[config.mk]
export PLATFORM = sky130hd
export DESIGN_NAME = local_peak_top_k_distinct
export DESIGN_NICKNAME = d
export VERILOG_FILES = /design/src/sv/lpk_pkg.sv /design/src/sv/local_peak_top_k_distinct.sv /design/src/sv/lpk_front.sv /design/src/sv/lpk_queue.sv /design/src/sv/lpk_back.sv
export VERILOG_INCLUDE_DIRS = /design/src /design/src/sv
export SDC_FILE = /design/constraint.sdc
export NUM_CORES = 1
export LEC_CHECK = 0
export ABC_AREA = 1
export BUFFER_PORTS_ARGS = -buffer_cell sky130_fd_sc_hd__buf_2
export CORE_ASPECT_RATIO = 1.1
export CORE_MARGIN = 2
export CORE_UTILIZATION = 39
export DETAILED_ROUTE_END_ITERATION = 16
export PLACE_DENSITY = 0.53
export SETUP_SLACK_MARGIN = 0.2
export SLEW_MARGIN = 30
export SYNTH_ARGS = -nofsm -noshare
export SYNTH_HDL_FRONTEND = slang
export SYNTH_SLANG_ARGS = --single-unit
[constraint.sdc]
create_clock -name clk -period 10.59 [get_ports clk]
set_input_delay 1.059 -clock clk [delete_from_list [all_inputs] [get_ports clk]]
set_output_delay 1.059 -clock clk [all_outputs]
set_load 0.02 [all_outputs]
[src/sv/local_peak_top_k_distinct_assert.svh]
// assertion macros for the local peak top-k block
`ifndef LOCAL_PEAK_TOP_K_DISTINCT_ASSERT_SVH
`define LOCAL_PEAK_TOP_K_DISTINCT_ASSERT_SVH

// same-cycle implication, clocked on clk, off during reset
`define LPK_ASSERT_IMP(label, cond, prop) \
	label: assert property (@(posedge clk) disable iff (!arst_n) (cond) |-> (prop)) \
		else $error("lpk assertion failed");

// next-cycle implication
`define LPK_ASSERT_NXT(label, cond, prop) \
	label: assert property (@(posedge clk) disable iff (!arst_n) (cond) |=> (prop)) \
		else $error("lpk assertion failed");

`endif

[src/sv/lpk_pkg.sv]
// shared types and constants for the local peak top-k block
`timescale 1ns / 1ps
package lpk_pkg;

	localparam int TOP_MAX_DEF     = 16;
	localparam int SAMPLE_BITS_DEF = 16;
	localparam int PORT_BITS       = 16;
	localparam int KEEP_BITS       = 5;
	localparam int QUEUE_DEPTH     = 4;

	// what the front hands to the back with each queued transaction
	typedef struct packed {
		logic has_peak;
		logic report;
	} cmd_t;

	localparam int CMD_BITS = $bits(cmd_t);

endpackage

[src/sv/local_peak_top_k_distinct.sv]
// A sample is classified combinationally in the front, queued, and inserted when the back pops it.
// Throughput: one sample per cycle while no report runs; the four-entry queue absorbs
// a few samples while the back reports. A report is planned as it is popped, slides an
// ascending list of n values to the end, then gives one result a cycle while out_stall is low.
// Reset: arst_n clears run state, fill count, queue and output valid; keep_count to 1.
`timescale 1ns / 1ps
module local_peak_top_k_distinct #(
	parameter int TOP_MAX     = lpk_pkg::TOP_MAX_DEF,
	parameter int SAMPLE_BITS = lpk_pkg::SAMPLE_BITS_DEF
) (
	input  logic                          clk,
	input  logic                          arst_n,
	input  logic                          cfg_wr_en,
	input  logic [lpk_pkg::KEEP_BITS-1:0] cfg_wr_data,
	input  logic                          in_valid,
	output logic                          in_stall,
	input  logic [lpk_pkg::PORT_BITS-1:0] sample_value,
	input  logic                          final_sample,
	output logic                          out_valid,
	input  logic                          out_stall,
	output logic [lpk_pkg::PORT_BITS-1:0] peak_value,
	output logic                          none_found,
	output logic                          last_of_report
);

	localparam int QW = lpk_pkg::CMD_BITS + SAMPLE_BITS;

	logic [lpk_pkg::KEEP_BITS-1:0] keep_count_q;
	logic                          q_push;
	logic                          q_full;
	logic                          q_empty;
	logic                          q_pop;
	lpk_pkg::cmd_t                 f_cmd;
	logic [SAMPLE_BITS-1:0]        f_value;
	lpk_pkg::cmd_t                 b_cmd;
	logic [SAMPLE_BITS-1:0]        b_value;
	logic [QW-1:0]                 q_dout;

	always_ff @(posedge clk or negedge arst_n) begin
		if (!arst_n) begin
			keep_count_q <= lpk_pkg::KEEP_BITS'(1);
		end else if (cfg_wr_en) begin
			keep_count_q <= cfg_wr_data;
		end
	end

	lpk_front #(
		.SAMPLE_BITS(SAMPLE_BITS)
	) u_front (
		.clk          (clk),
		.arst_n       (arst_n),
		.in_valid     (in_valid),
		.in_stall     (in_stall),
		.sample_value (sample_value),
		.final_sample (final_sample),
		.q_full       (q_full),
		.q_push       (q_push),
		.q_cmd        (f_cmd),
		.q_value      (f_value)
	);

	lpk_queue #(
		.DW    (QW),
		.DEPTH (lpk_pkg::QUEUE_DEPTH)
	) u_queue (
		.clk    (clk),
		.arst_n (arst_n),
		.push   (q_push),
		.din    ({f_cmd, f_value}),
		.full   (q_full),
		.pop    (q_pop),
		.dout   (q_dout),
		.empty  (q_empty)
	);

	assign b_cmd   = q_dout[QW-1:SAMPLE_BITS];
	assign b_value = q_dout[SAMPLE_BITS-1:0];

	lpk_back #(
		.TOP_MAX     (TOP_MAX),
		.SAMPLE_BITS (SAMPLE_BITS)
	) u_back (
		.clk            (clk),
		.arst_n         (arst_n),
		.q_empty        (q_empty),
		.q_pop          (q_pop),
		.q_cmd          (b_cmd),
		.q_value        (b_value),
		.keep_count     (keep_count_q),
		.out_valid      (out_valid),
		.out_stall      (out_stall),
		.peak_value     (peak_value),
		.none_found     (none_found),
		.last_of_report (last_of_report)
	);

`include "local_peak_top_k_distinct_assert.svh"

	// an empty report is a single transaction carrying a zero value
	`LPK_ASSERT_IMP(a_none_is_last, out_valid && none_found, last_of_report)
	`LPK_ASSERT_IMP(a_none_zero, out_valid && none_found, peak_value == '0)
	// front never writes into a full queue
	`LPK_ASSERT_IMP(a_no_overflow, q_push, !q_full)
	// the back takes nothing from an empty queue
	`LPK_ASSERT_IMP(a_no_underflow, q_pop, !q_empty)

endmodule

[src/sv/lpk_front.sv]
// front part: run tracking and peak classification
`timescale 1ns / 1ps
module lpk_front #(
	parameter int SAMPLE_BITS = lpk_pkg::SAMPLE_BITS_DEF
) (
	input  logic                         clk,
	input  logic                         arst_n,
	input  logic                         in_valid,
	output logic                         in_stall,
	input  logic [lpk_pkg::PORT_BITS-1:0] sample_value,
	input  logic                         final_sample,
	input  logic                         q_full,
	output logic                         q_push,
	output lpk_pkg::cmd_t                q_cmd,
	output logic [SAMPLE_BITS-1:0]       q_value
);

	logic [SAMPLE_BITS-1:0] prev_q;
	logic [SAMPLE_BITS-1:0] earlier_q;
	logic [1:0]             seen_q;
	logic [SAMPLE_BITS-1:0] cur;
	logic                   accept;
	logic                   left_ok;
	logic                   prev_peak;
	logic                   cur_peak;

	assign in_stall = q_full;
	assign accept   = in_valid && !in_stall;
	assign cur      = SAMPLE_BITS'(sample_value);

	// first sample of a run only needs to beat its right neighbor
	assign left_ok   = (seen_q == 2'd1) || (prev_q > earlier_q);
	assign prev_peak = (seen_q != 2'd0) && left_ok && (prev_q > cur);
	assign cur_peak  = final_sample && ((seen_q == 2'd0) || (cur > prev_q));

	assign q_cmd.has_peak = prev_peak || cur_peak;
	assign q_cmd.report   = final_sample;
	assign q_value        = prev_peak ? prev_q : cur;
	assign q_push         = accept && (prev_peak || cur_peak || final_sample);

	always_ff @(posedge clk or negedge arst_n) begin
		if (!arst_n) begin
			prev_q    <= '0;
			earlier_q <= '0;
			seen_q    <= '0;
		end else if (accept) begin
			if (final_sample) begin
				prev_q    <= '0;
				earlier_q <= '0;
				seen_q    <= '0;
			end else begin
				prev_q    <= cur;
				earlier_q <= prev_q;
				if (seen_q != 2'd2) begin
					seen_q <= seen_q + 2'd1;
				end
			end
		end
	end

endmodule

[src/sv/lpk_queue.sv]
// short register queue between front and back
`timescale 1ns / 1ps
module lpk_queue #(
	parameter int DW    = 18,
	parameter int DEPTH = lpk_pkg::QUEUE_DEPTH
) (
	input  logic          clk,
	input  logic          arst_n,
	input  logic          push,
	input  logic [DW-1:0] din,
	output logic          full,
	input  logic          pop,
	output logic [DW-1:0] dout,
	output logic          empty
);

	localparam int PW = (DEPTH > 1) ? $clog2(DEPTH) : 1;
	localparam int CW = $clog2(DEPTH + 1);

	logic [DW-1:0] mem_q [DEPTH];
	logic [PW-1:0] wr_ptr_q;
	logic [PW-1:0] rd_ptr_q;
	logic [CW-1:0] count_q;

	assign full  = (count_q == CW'(DEPTH));
	assign empty = (count_q == '0);
	assign dout  = mem_q[rd_ptr_q];

	always_ff @(posedge clk) begin
		if (push) begin
			mem_q[wr_ptr_q] <= din;
		end
	end

	always_ff @(posedge clk or negedge arst_n) begin
		if (!arst_n) begin
			wr_ptr_q <= '0;
			rd_ptr_q <= '0;
			count_q  <= '0;
		end else begin
			if (push) begin
				wr_ptr_q <= (wr_ptr_q == PW'(DEPTH - 1)) ? '0 : wr_ptr_q + PW'(1);
			end
			if (pop) begin
				rd_ptr_q <= (rd_ptr_q == PW'(DEPTH - 1)) ? '0 : rd_ptr_q + PW'(1);
			end
			if (push && !pop) begin
				count_q <= count_q + CW'(1);
			end else if (pop && !push) begin
				count_q <= count_q - CW'(1);
			end
		end
	end

endmodule

[src/sv/lpk_back.sv]
// back part: sorted distinct top list, insertion and report sequencing
`timescale 1ns / 1ps
module lpk_back #(
	parameter int TOP_MAX     = lpk_pkg::TOP_MAX_DEF,
	parameter int SAMPLE_BITS = lpk_pkg::SAMPLE_BITS_DEF
) (
	input  logic                           clk,
	input  logic                           arst_n,
	input  logic                           q_empty,
	output logic                           q_pop,
	input  lpk_pkg::cmd_t                  q_cmd,
	input  logic [SAMPLE_BITS-1:0]         q_value,
	input  logic [lpk_pkg::KEEP_BITS-1:0]  keep_count,
	output logic                           out_valid,
	input  logic                           out_stall,
	output logic [lpk_pkg::PORT_BITS-1:0]  peak_value,
	output logic                           none_found,
	output logic                           last_of_report
);

	localparam int KW = $clog2(TOP_MAX + 1);

	localparam logic [1:0] PH_IDLE  = 2'd0;
	localparam logic [1:0] PH_ALIGN = 2'd1;
	localparam logic [1:0] PH_EMIT  = 2'd2;

	logic [SAMPLE_BITS-1:0] top_q   [TOP_MAX];
	logic [SAMPLE_BITS-1:0] top_ins [TOP_MAX];
	logic [TOP_MAX-1:0]     above;
	logic [TOP_MAX:0]       above_ext;
	logic [TOP_MAX-1:0]     equal;
	logic                   dup;
	logic                   drop;
	logic                   do_ins;
	logic [KW-1:0]          kk;
	logic [KW-1:0]          fill_q;
	logic [KW-1:0]          fill_c;
	logic [KW-1:0]          n_next;
	logic [1:0]             phase_q;
	logic                   asc_q;
	logic                   none_q;
	logic [KW-1:0]          remain_q;
	logic [KW-1:0]          align_q;
	logic                   out_valid_q;
	logic                   emit_load;
	logic                   shift_l;
	logic                   shift_r;
	logic                   plan_none;
	logic                   plan_asc;
	logic [SAMPLE_BITS-1:0] peak_q;
	logic                   none_out_q;
	logic                   last_q;

	// k clamped to 1..TOP_MAX
	always_comb begin
		priority if (keep_count == '0) begin
			kk = KW'(1);
		end else if (32'(keep_count) > 32'(TOP_MAX)) begin
			kk = KW'(TOP_MAX);
		end else begin
			kk = KW'(keep_count);
		end
	end

	assign fill_c = (fill_q > kk) ? kk : fill_q;

	// parallel compare against every kept entry, list is descending
	always_comb begin
		for (int j = 0; j < TOP_MAX; j++) begin
			above[j] = (KW'(j) < fill_c) && (top_q[j] > q_value);
			equal[j] = (KW'(j) < fill_c) && (top_q[j] == q_value);
		end
		drop = 1'b0;
		for (int j = 0; j < TOP_MAX; j++) begin
			if ((KW'(j) == kk - KW'(1)) && above[j]) begin
				drop = 1'b1;
			end
		end
		above_ext = {above, 1'b1};
		top_ins[0] = above[0] ? top_q[0] : q_value;
		for (int j = 1; j < TOP_MAX; j++) begin
			if (above[j]) begin
				top_ins[j] = top_q[j];
			end else if (above_ext[j]) begin
				top_ins[j] = q_value;
			end else begin
				top_ins[j] = top_q[j - 1];
			end
		end
	end

	assign dup    = |equal;
	assign q_pop  = !q_empty && (phase_q == PH_IDLE);
	assign do_ins = q_pop && q_cmd.has_peak && !dup && !drop;
	assign n_next = do_ins ? ((fill_c < kk) ? fill_c + KW'(1) : kk) : fill_c;

	assign plan_none = (n_next == '0);
	assign plan_asc  = (n_next < kk);

	assign emit_load = (phase_q == PH_EMIT) && (!out_valid_q || !out_stall);
	assign shift_l   = emit_load && !asc_q && !none_q;
	// ascending reports first slide the list to the far end, then read from there
	assign shift_r   = (phase_q == PH_ALIGN) || (emit_load && asc_q && !none_q);

	always_ff @(posedge clk) begin
		if (do_ins) begin
			top_q <= top_ins;
		end else if (shift_l) begin
			for (int j = 0; j < TOP_MAX - 1; j++) begin
				top_q[j] <= top_q[j + 1];
			end
		end else if (shift_r) begin
			for (int j = 1; j < TOP_MAX; j++) begin
				top_q[j] <= top_q[j - 1];
			end
		end
	end

	always_ff @(posedge clk or negedge arst_n) begin
		if (!arst_n) begin
			phase_q  <= PH_IDLE;
			fill_q   <= '0;
			asc_q    <= 1'b0;
			none_q   <= 1'b0;
			remain_q <= '0;
			align_q  <= '0;
		end else begin
			unique case (phase_q)
				PH_IDLE: begin
					if (q_pop) begin
						if (q_cmd.report) begin
							fill_q   <= '0;
							none_q   <= plan_none;
							asc_q    <= plan_asc;
							remain_q <= plan_asc ? n_next : kk;
							align_q  <= KW'(TOP_MAX) - n_next;
							if (!plan_none && plan_asc && (n_next != KW'(TOP_MAX))) begin
								phase_q <= PH_ALIGN;
							end else begin
								phase_q <= PH_EMIT;
							end
						end else begin
							fill_q <= n_next;
						end
					end
				end
				PH_ALIGN: begin
					align_q <= align_q - KW'(1);
					if (align_q == KW'(1)) begin
						phase_q <= PH_EMIT;
					end
				end
				PH_EMIT: begin
					if (emit_load) begin
						remain_q <= remain_q - KW'(1);
						if (none_q || (remain_q == KW'(1))) begin
							phase_q <= PH_IDLE;
						end
					end
				end
				default: begin
					phase_q <= PH_IDLE;
				end
			endcase
		end
	end

	always_ff @(posedge clk or negedge arst_n) begin
		if (!arst_n) begin
			out_valid_q <= 1'b0;
		end else if (emit_load) begin
			out_valid_q <= 1'b1;
		end else if (!out_stall) begin
			out_valid_q <= 1'b0;
		end
	end

	always_ff @(posedge clk) begin
		if (emit_load) begin
			peak_q     <= none_q ? '0 : (asc_q ? top_q[TOP_MAX - 1] : top_q[0]);
			none_out_q <= none_q;
			last_q     <= none_q || (remain_q == KW'(1));
		end
	end

	assign out_valid      = out_valid_q;
	assign peak_value     = lpk_pkg::PORT_BITS'(peak_q);
	assign none_found     = none_out_q;
	assign last_of_report = last_q;

endmodule
==> metrics.log <==
INFO  metric ctsHoldBuffers = 0
INFO  metric drt-pass1-iter-count = 6
INFO  metric detail_route.iter0.violations = 2304
INFO  metric worst-r2r-setup-slack = 2.90 ns
INFO  metric hold_violations_final = 0
INFO  metric critPathArrivalTime = 8.21 ns
INFO  metric critical-path-top-cell-by-count = sky130_fd_sc_hd__nand2_1
INFO  metric crit_path_end_kind = flip-flop
INFO  metric status = complete, no violations
INFO  metric hp-class = reg -> reg
INFO  metric rsz0062_at_grt = false
INFO  metric cts_repair_resize_count = 0
INFO  metric die-height = 280.5 µm
INFO  metric synth.area.top_cells = sky130_fd_sc_hd__edfxtp_1 38%, sky130_fd_sc_hd__ha_1 15%, sky130_fd_sc_hd__nand2_1 9.7%
INFO  metric worst_path_largest_cell_delay = 0.85 ns
INFO  metric postSynthNetCount = 3381
INFO  metric tns = 0 ns
INFO  metric htree_num_levels = 2
INFO  metric yosys.area.top_type_share = 38.34%
INFO  metric max_clock_freq = ~130 MHz
INFO  metric yosys_register_bits = 412
INFO  metric grt_pass1_vias = approximately 23k
INFO  metric ctsRootBufferMaster = sky130_fd_sc_hd__clkbuf_16
INFO  metric fin_nets = 3410
INFO  metric drive_gt1_share = 7.858%
INFO  metric worst_hold_path.num_cells = 0
INFO  metric synth_area = 0.02710 mm²
INFO  metric layout_min_cycle_time = 7.695 ns
INFO  metric clock-skew-final = between 0.03 and 0.04 ns
INFO  metric io_buffers = 46
INFO  metric layout_area_growth_over_synthesis = 10.34%
INFO  metric tritoncts = yes
INFO  metric postSynth.asyncResetShare = 16.02%
INFO  metric dp_hpwl = 72650 µm
INFO  metric synth_enable_flop_cells = ~350
INFO  metric whs_endpoint = u_back.none_found$_DFFE_PP_
INFO  metric avgRoutedWirePerCell = 25.71 µm
INFO  metric seq_area_frac_synth = 44.44%
INFO  metric dominant_register_cell_in_the_synthesized_netlist = sky130_fd_sc_hd__edfxtp_1
INFO  metric max_slew_margin_vs_limit = 33.13%
INFO  metric floorplan.die_area = 0.07161 mm²
INFO  metric synth-warning-count = 0
INFO  metric worstSetupStartpointType = flip-flop
INFO  metric clk_transition_reported_paths = 0.06 ns
INFO  metric top_cell_type_by_total_area_after_synthesis = sky130_fd_sc_hd__edfxtp_1
INFO  metric worst_ep_required_time = 11.10 ns
INFO  metric io_pins = 47
INFO  metric cts-buffers-inserted = 50
INFO  metric viasPerCell = 6.019
INFO  metric vias = 24.27k
INFO  metric worstMarginPinSlew = 1.002 ns
INFO  metric sequential_cell_area = 0.01204 mm²
INFO  metric clock_sinks = 412
INFO  metric period_share = between 70 and 80%
INFO  metric route.detailed.drc = 0
INFO  metric gr-usage-all-layers = 28.45%
INFO  metric synth.lib_cells_used.distinct = between 50 and 60
INFO  metric slew_violations = 0
INFO  metric cp_slowest_cell = sky130_fd_sc_hd__inv_2
INFO  metric cts.repair_timing.setup_buffer_count = 0
INFO  metric place_congestion = 0.9705
INFO  metric antennaDiodeCount = 0
INFO  metric filler_cell_count = 6827
INFO  metric number_of_antenna_violations_at_the_first_check_in_global_routing = 0
INFO  metric grt_first_pass_wirelength = 151700 µm
INFO  metric r2r_cells = 31
INFO  metric multi_input_comb_area = between 0.01 and 0.015 mm²
INFO  metric crit-reg2reg-capture = u_back.remain_q[1]$_DFFE_PN0P_
INFO  metric grt_overflow_total = 0
INFO  metric postRouteAntennaNets = 0
INFO  metric design.core.area = 0.06887 mm²
INFO  metric die_x = 255.3 µm
INFO  metric wirelength = 103700 µm
INFO  metric std_cell_rows = 101
INFO  metric initial_core_util = 39.34%
INFO  metric setup_viol = 0
INFO  metric grt_max_degree = 88
INFO  metric clock_insertion_delay_worst_skew = between 0.6 and 0.7 ns
INFO  metric postSynthAreaPerCell = between 8 and 9 µm²
INFO  metric worst-path-max-fanout = 31
INFO  metric startpoint_of_the_lowest_slack_hold_path = u_back.none_q$_DFFE_PN0P_
INFO  metric drv_cap = 0
INFO  metric crit-reg2reg-launch = u_queue.rd_ptr_q[1]$_DFFE_PN0P_
INFO  metric post_synth_inst_count = 3036
INFO  metric setup.worst_path.class = reg -> reg
INFO  metric cts_buffer_depth = 3
-- cell usage after synthesis, types with 2 or more instances --
cell type,count
sky130_fd_sc_hd__inv_1,299
sky130_fd_sc_hd__o21bai_1,2
sky130_fd_sc_hd__o21ai_0,197
sky130_fd_sc_hd__inv_2,21
sky130_fd_sc_hd__o21a_1,9
sky130_fd_sc_hd__nand3_2,3
sky130_fd_sc_hd__a31oi_1,6
sky130_fd_sc_hd__nor3b_1,2
sky130_fd_sc_hd__nand2_1,702
sky130_fd_sc_hd__edfxtp_1,346
sky130_fd_sc_hd__dfrtp_1,65
sky130_fd_sc_hd__buf_2,24
sky130_fd_sc_hd__o221ai_1,91
sky130_fd_sc_hd__nand4_1,43
sky130_fd_sc_hd__nand3b_1,6
sky130_fd_sc_hd__buf_4,5
sky130_fd_sc_hd__clkbuf_1,73
sky130_fd_sc_hd__nand2_4,2
sky130_fd_sc_hd__a211oi_1,3
sky130_fd_sc_hd__nand3_1,118
sky130_fd_sc_hd__nor4_1,6
sky130_fd_sc_hd__o21ai_2,2
sky130_fd_sc_hd__and3_1,2
sky130_fd_sc_hd__clkinv_1,10
sky130_fd_sc_hd__o211ai_1,121
sky130_fd_sc_hd__xor2_1,4
sky130_fd_sc_hd__ha_1,317
sky130_fd_sc_hd__o22ai_1,100
sky130_fd_sc_hd__nor2_2,22
sky130_fd_sc_hd__nor2_1,168
sky130_fd_sc_hd__nor2_4,6
sky130_fd_sc_hd__nor3_1,24
sky130_fd_sc_hd__o21ai_1,27
sky130_fd_sc_hd__a21oi_1,170
sky130_fd_sc_hd__nand2_2,20
sky130_fd_sc_hd__buf_6,2
-- logic make-up (layout without fill, tap and decap cells) --
| family | after synthesis | after routing | share of synthesized area (%) |
|---|---|---|---|
| XOR/XNOR | 5 | 5 | 0.1616 |
| AO/OA/AOI/OAI | 736 | 736 | 16.73 |
| flip-flops | 412 | 412 | 44.44 |
| multiplexers | 1 | 1 | 0.04155 |
| AND/OR/NAND/NOR | 1128 | 1128 | 17.63 |
| adder cells (fa/ha/maj) | 318 | 318 | 14.71 |
| buffers and inverters | 436 | 505 | 6.280 |
-- registers in the layout, indices dropped and copies added, names as in the netlist, 2 cells and up --
| name | cells |
|---|---|
| u_back.top_q | 256 |
| u_queue.mem_q | 72 |
| u_back.peak_value | 16 |
| u_front.earlier_q | 16 |
| u_front.prev_q | 16 |
| keep_count_q | 5 |
| u_back.align_q | 5 |
| u_back.fill_q | 5 |
| u_back.remain_q | 5 |
| u_queue.count_q | 3 |
| u_back.phase_q | 2 |
| u_front.seen_q | 2 |
| u_queue.rd_ptr_q | 2 |
| u_queue.wr_ptr_q | 2 |
-- per-layer routing --
layer | vias to the layer above | track usage [%] | share of wire, %
li1 | 10960 | - | -
met1 | 11800 | 35.82 | 40
met2 | 1225 | 47.28 | 47
met3 | 290 | 4.327 | 8.0
met4 | 0 | 15.05 | 5.9
met5 | - | 0 | 0
-- metrics by stage --
| stage | worst slack [ns] | instances | utilization [%] | cell area (µm²) | hold slack (ns) |
|---|---|---|---|---|---|
| after CTS | 2.965 | 4032 | 43.39 | 29880 | 0.4896 |
| after global placement | 2.808 | 3940 | 41.13 | 28320 | 0.4728 |
| after global routing | 2.403 | 4032 | 43.41 | 29900 | 0.4991 |
| after detailed placement | 2.979 | 3940 | 41.13 | 28320 | 0.4733 |
| final | 2.895 | 4032 | 43.41 | 29900 | 0.4864 |
| after floorplan | 5.399 | 3036 | - | 27100 | 0.4249 |
-- final cells by class --
type	instances	area share (%)
clock inverter	24	0.7072
clock buffer	68	4.511
timing repair buffer	83	1.724
multi-input combinational	2188	44.76
tap	927	3.879
inverter	330	4.143
sequential	412	40.28
-- cell usage in the layout, fill, tap and decap left out, types with 50 or more instances in the layout --
cell	netlist	routed
sky130_fd_sc_hd__dfrtp_1	65	65
sky130_fd_sc_hd__a21oi_1	170	170
sky130_fd_sc_hd__nand2_1	702	701
sky130_fd_sc_hd__inv_1	299	295
sky130_fd_sc_hd__o221ai_1	91	91
sky130_fd_sc_hd__o211ai_1	121	121
sky130_fd_sc_hd__nand3_1	118	117
sky130_fd_sc_hd__ha_1	317	317
sky130_fd_sc_hd__edfxtp_1	346	346
sky130_fd_sc_hd__clkbuf_16	0	50
sky130_fd_sc_hd__o22ai_1	100	100
sky130_fd_sc_hd__o21ai_0	197	190
sky130_fd_sc_hd__nor2_1	168	166
-- worst max-delay path, delay by kind of cell, from the launching register on --
family | cells | cell delay [ns]
simple gates | 22 | 3.32
fa+ha+maj | 2 | 0.72
flops | 1 | 0.62
buf+inv | 4 | 1.86
compound gates | 3 | 1.02
-- worst max-delay path by stage --
stage | start | endpoint | slack [ns] | cells after the start
floorplan | u_queue.rd_ptr_q[0]$_DFFE_PN0P_ | u_back.top_q[0]$_DFFE_PP_ | 5.40 | 20
global placement | u_queue.rd_ptr_q[0]$_DFFE_PN0P_ | u_back.top_q[17]$_DFFE_PP_ | 2.81 | 21
detailed placement | u_queue.rd_ptr_q[1]$_DFFE_PN0P_ | u_back.remain_q[1]$_DFFE_PN0P_ | 2.98 | 31
CTS | u_queue.rd_ptr_q[1]$_DFFE_PN0P_ | u_back.top_q[18]$_DFFE_PP_ | 2.97 | 21
global route | u_queue.rd_ptr_q[1]$_DFFE_PN0P_ | u_back.remain_q[1]$_DFFE_PN0P_ | 2.40 | 31
finish | u_queue.rd_ptr_q[1]$_DFFE_PN0P_ | u_back.remain_q[1]$_DFFE_PN0P_ | 2.90 | 31
Power is not shown: default switching activity piles up to over one toggle a cycle in this logic, so the estimate is an artifact.
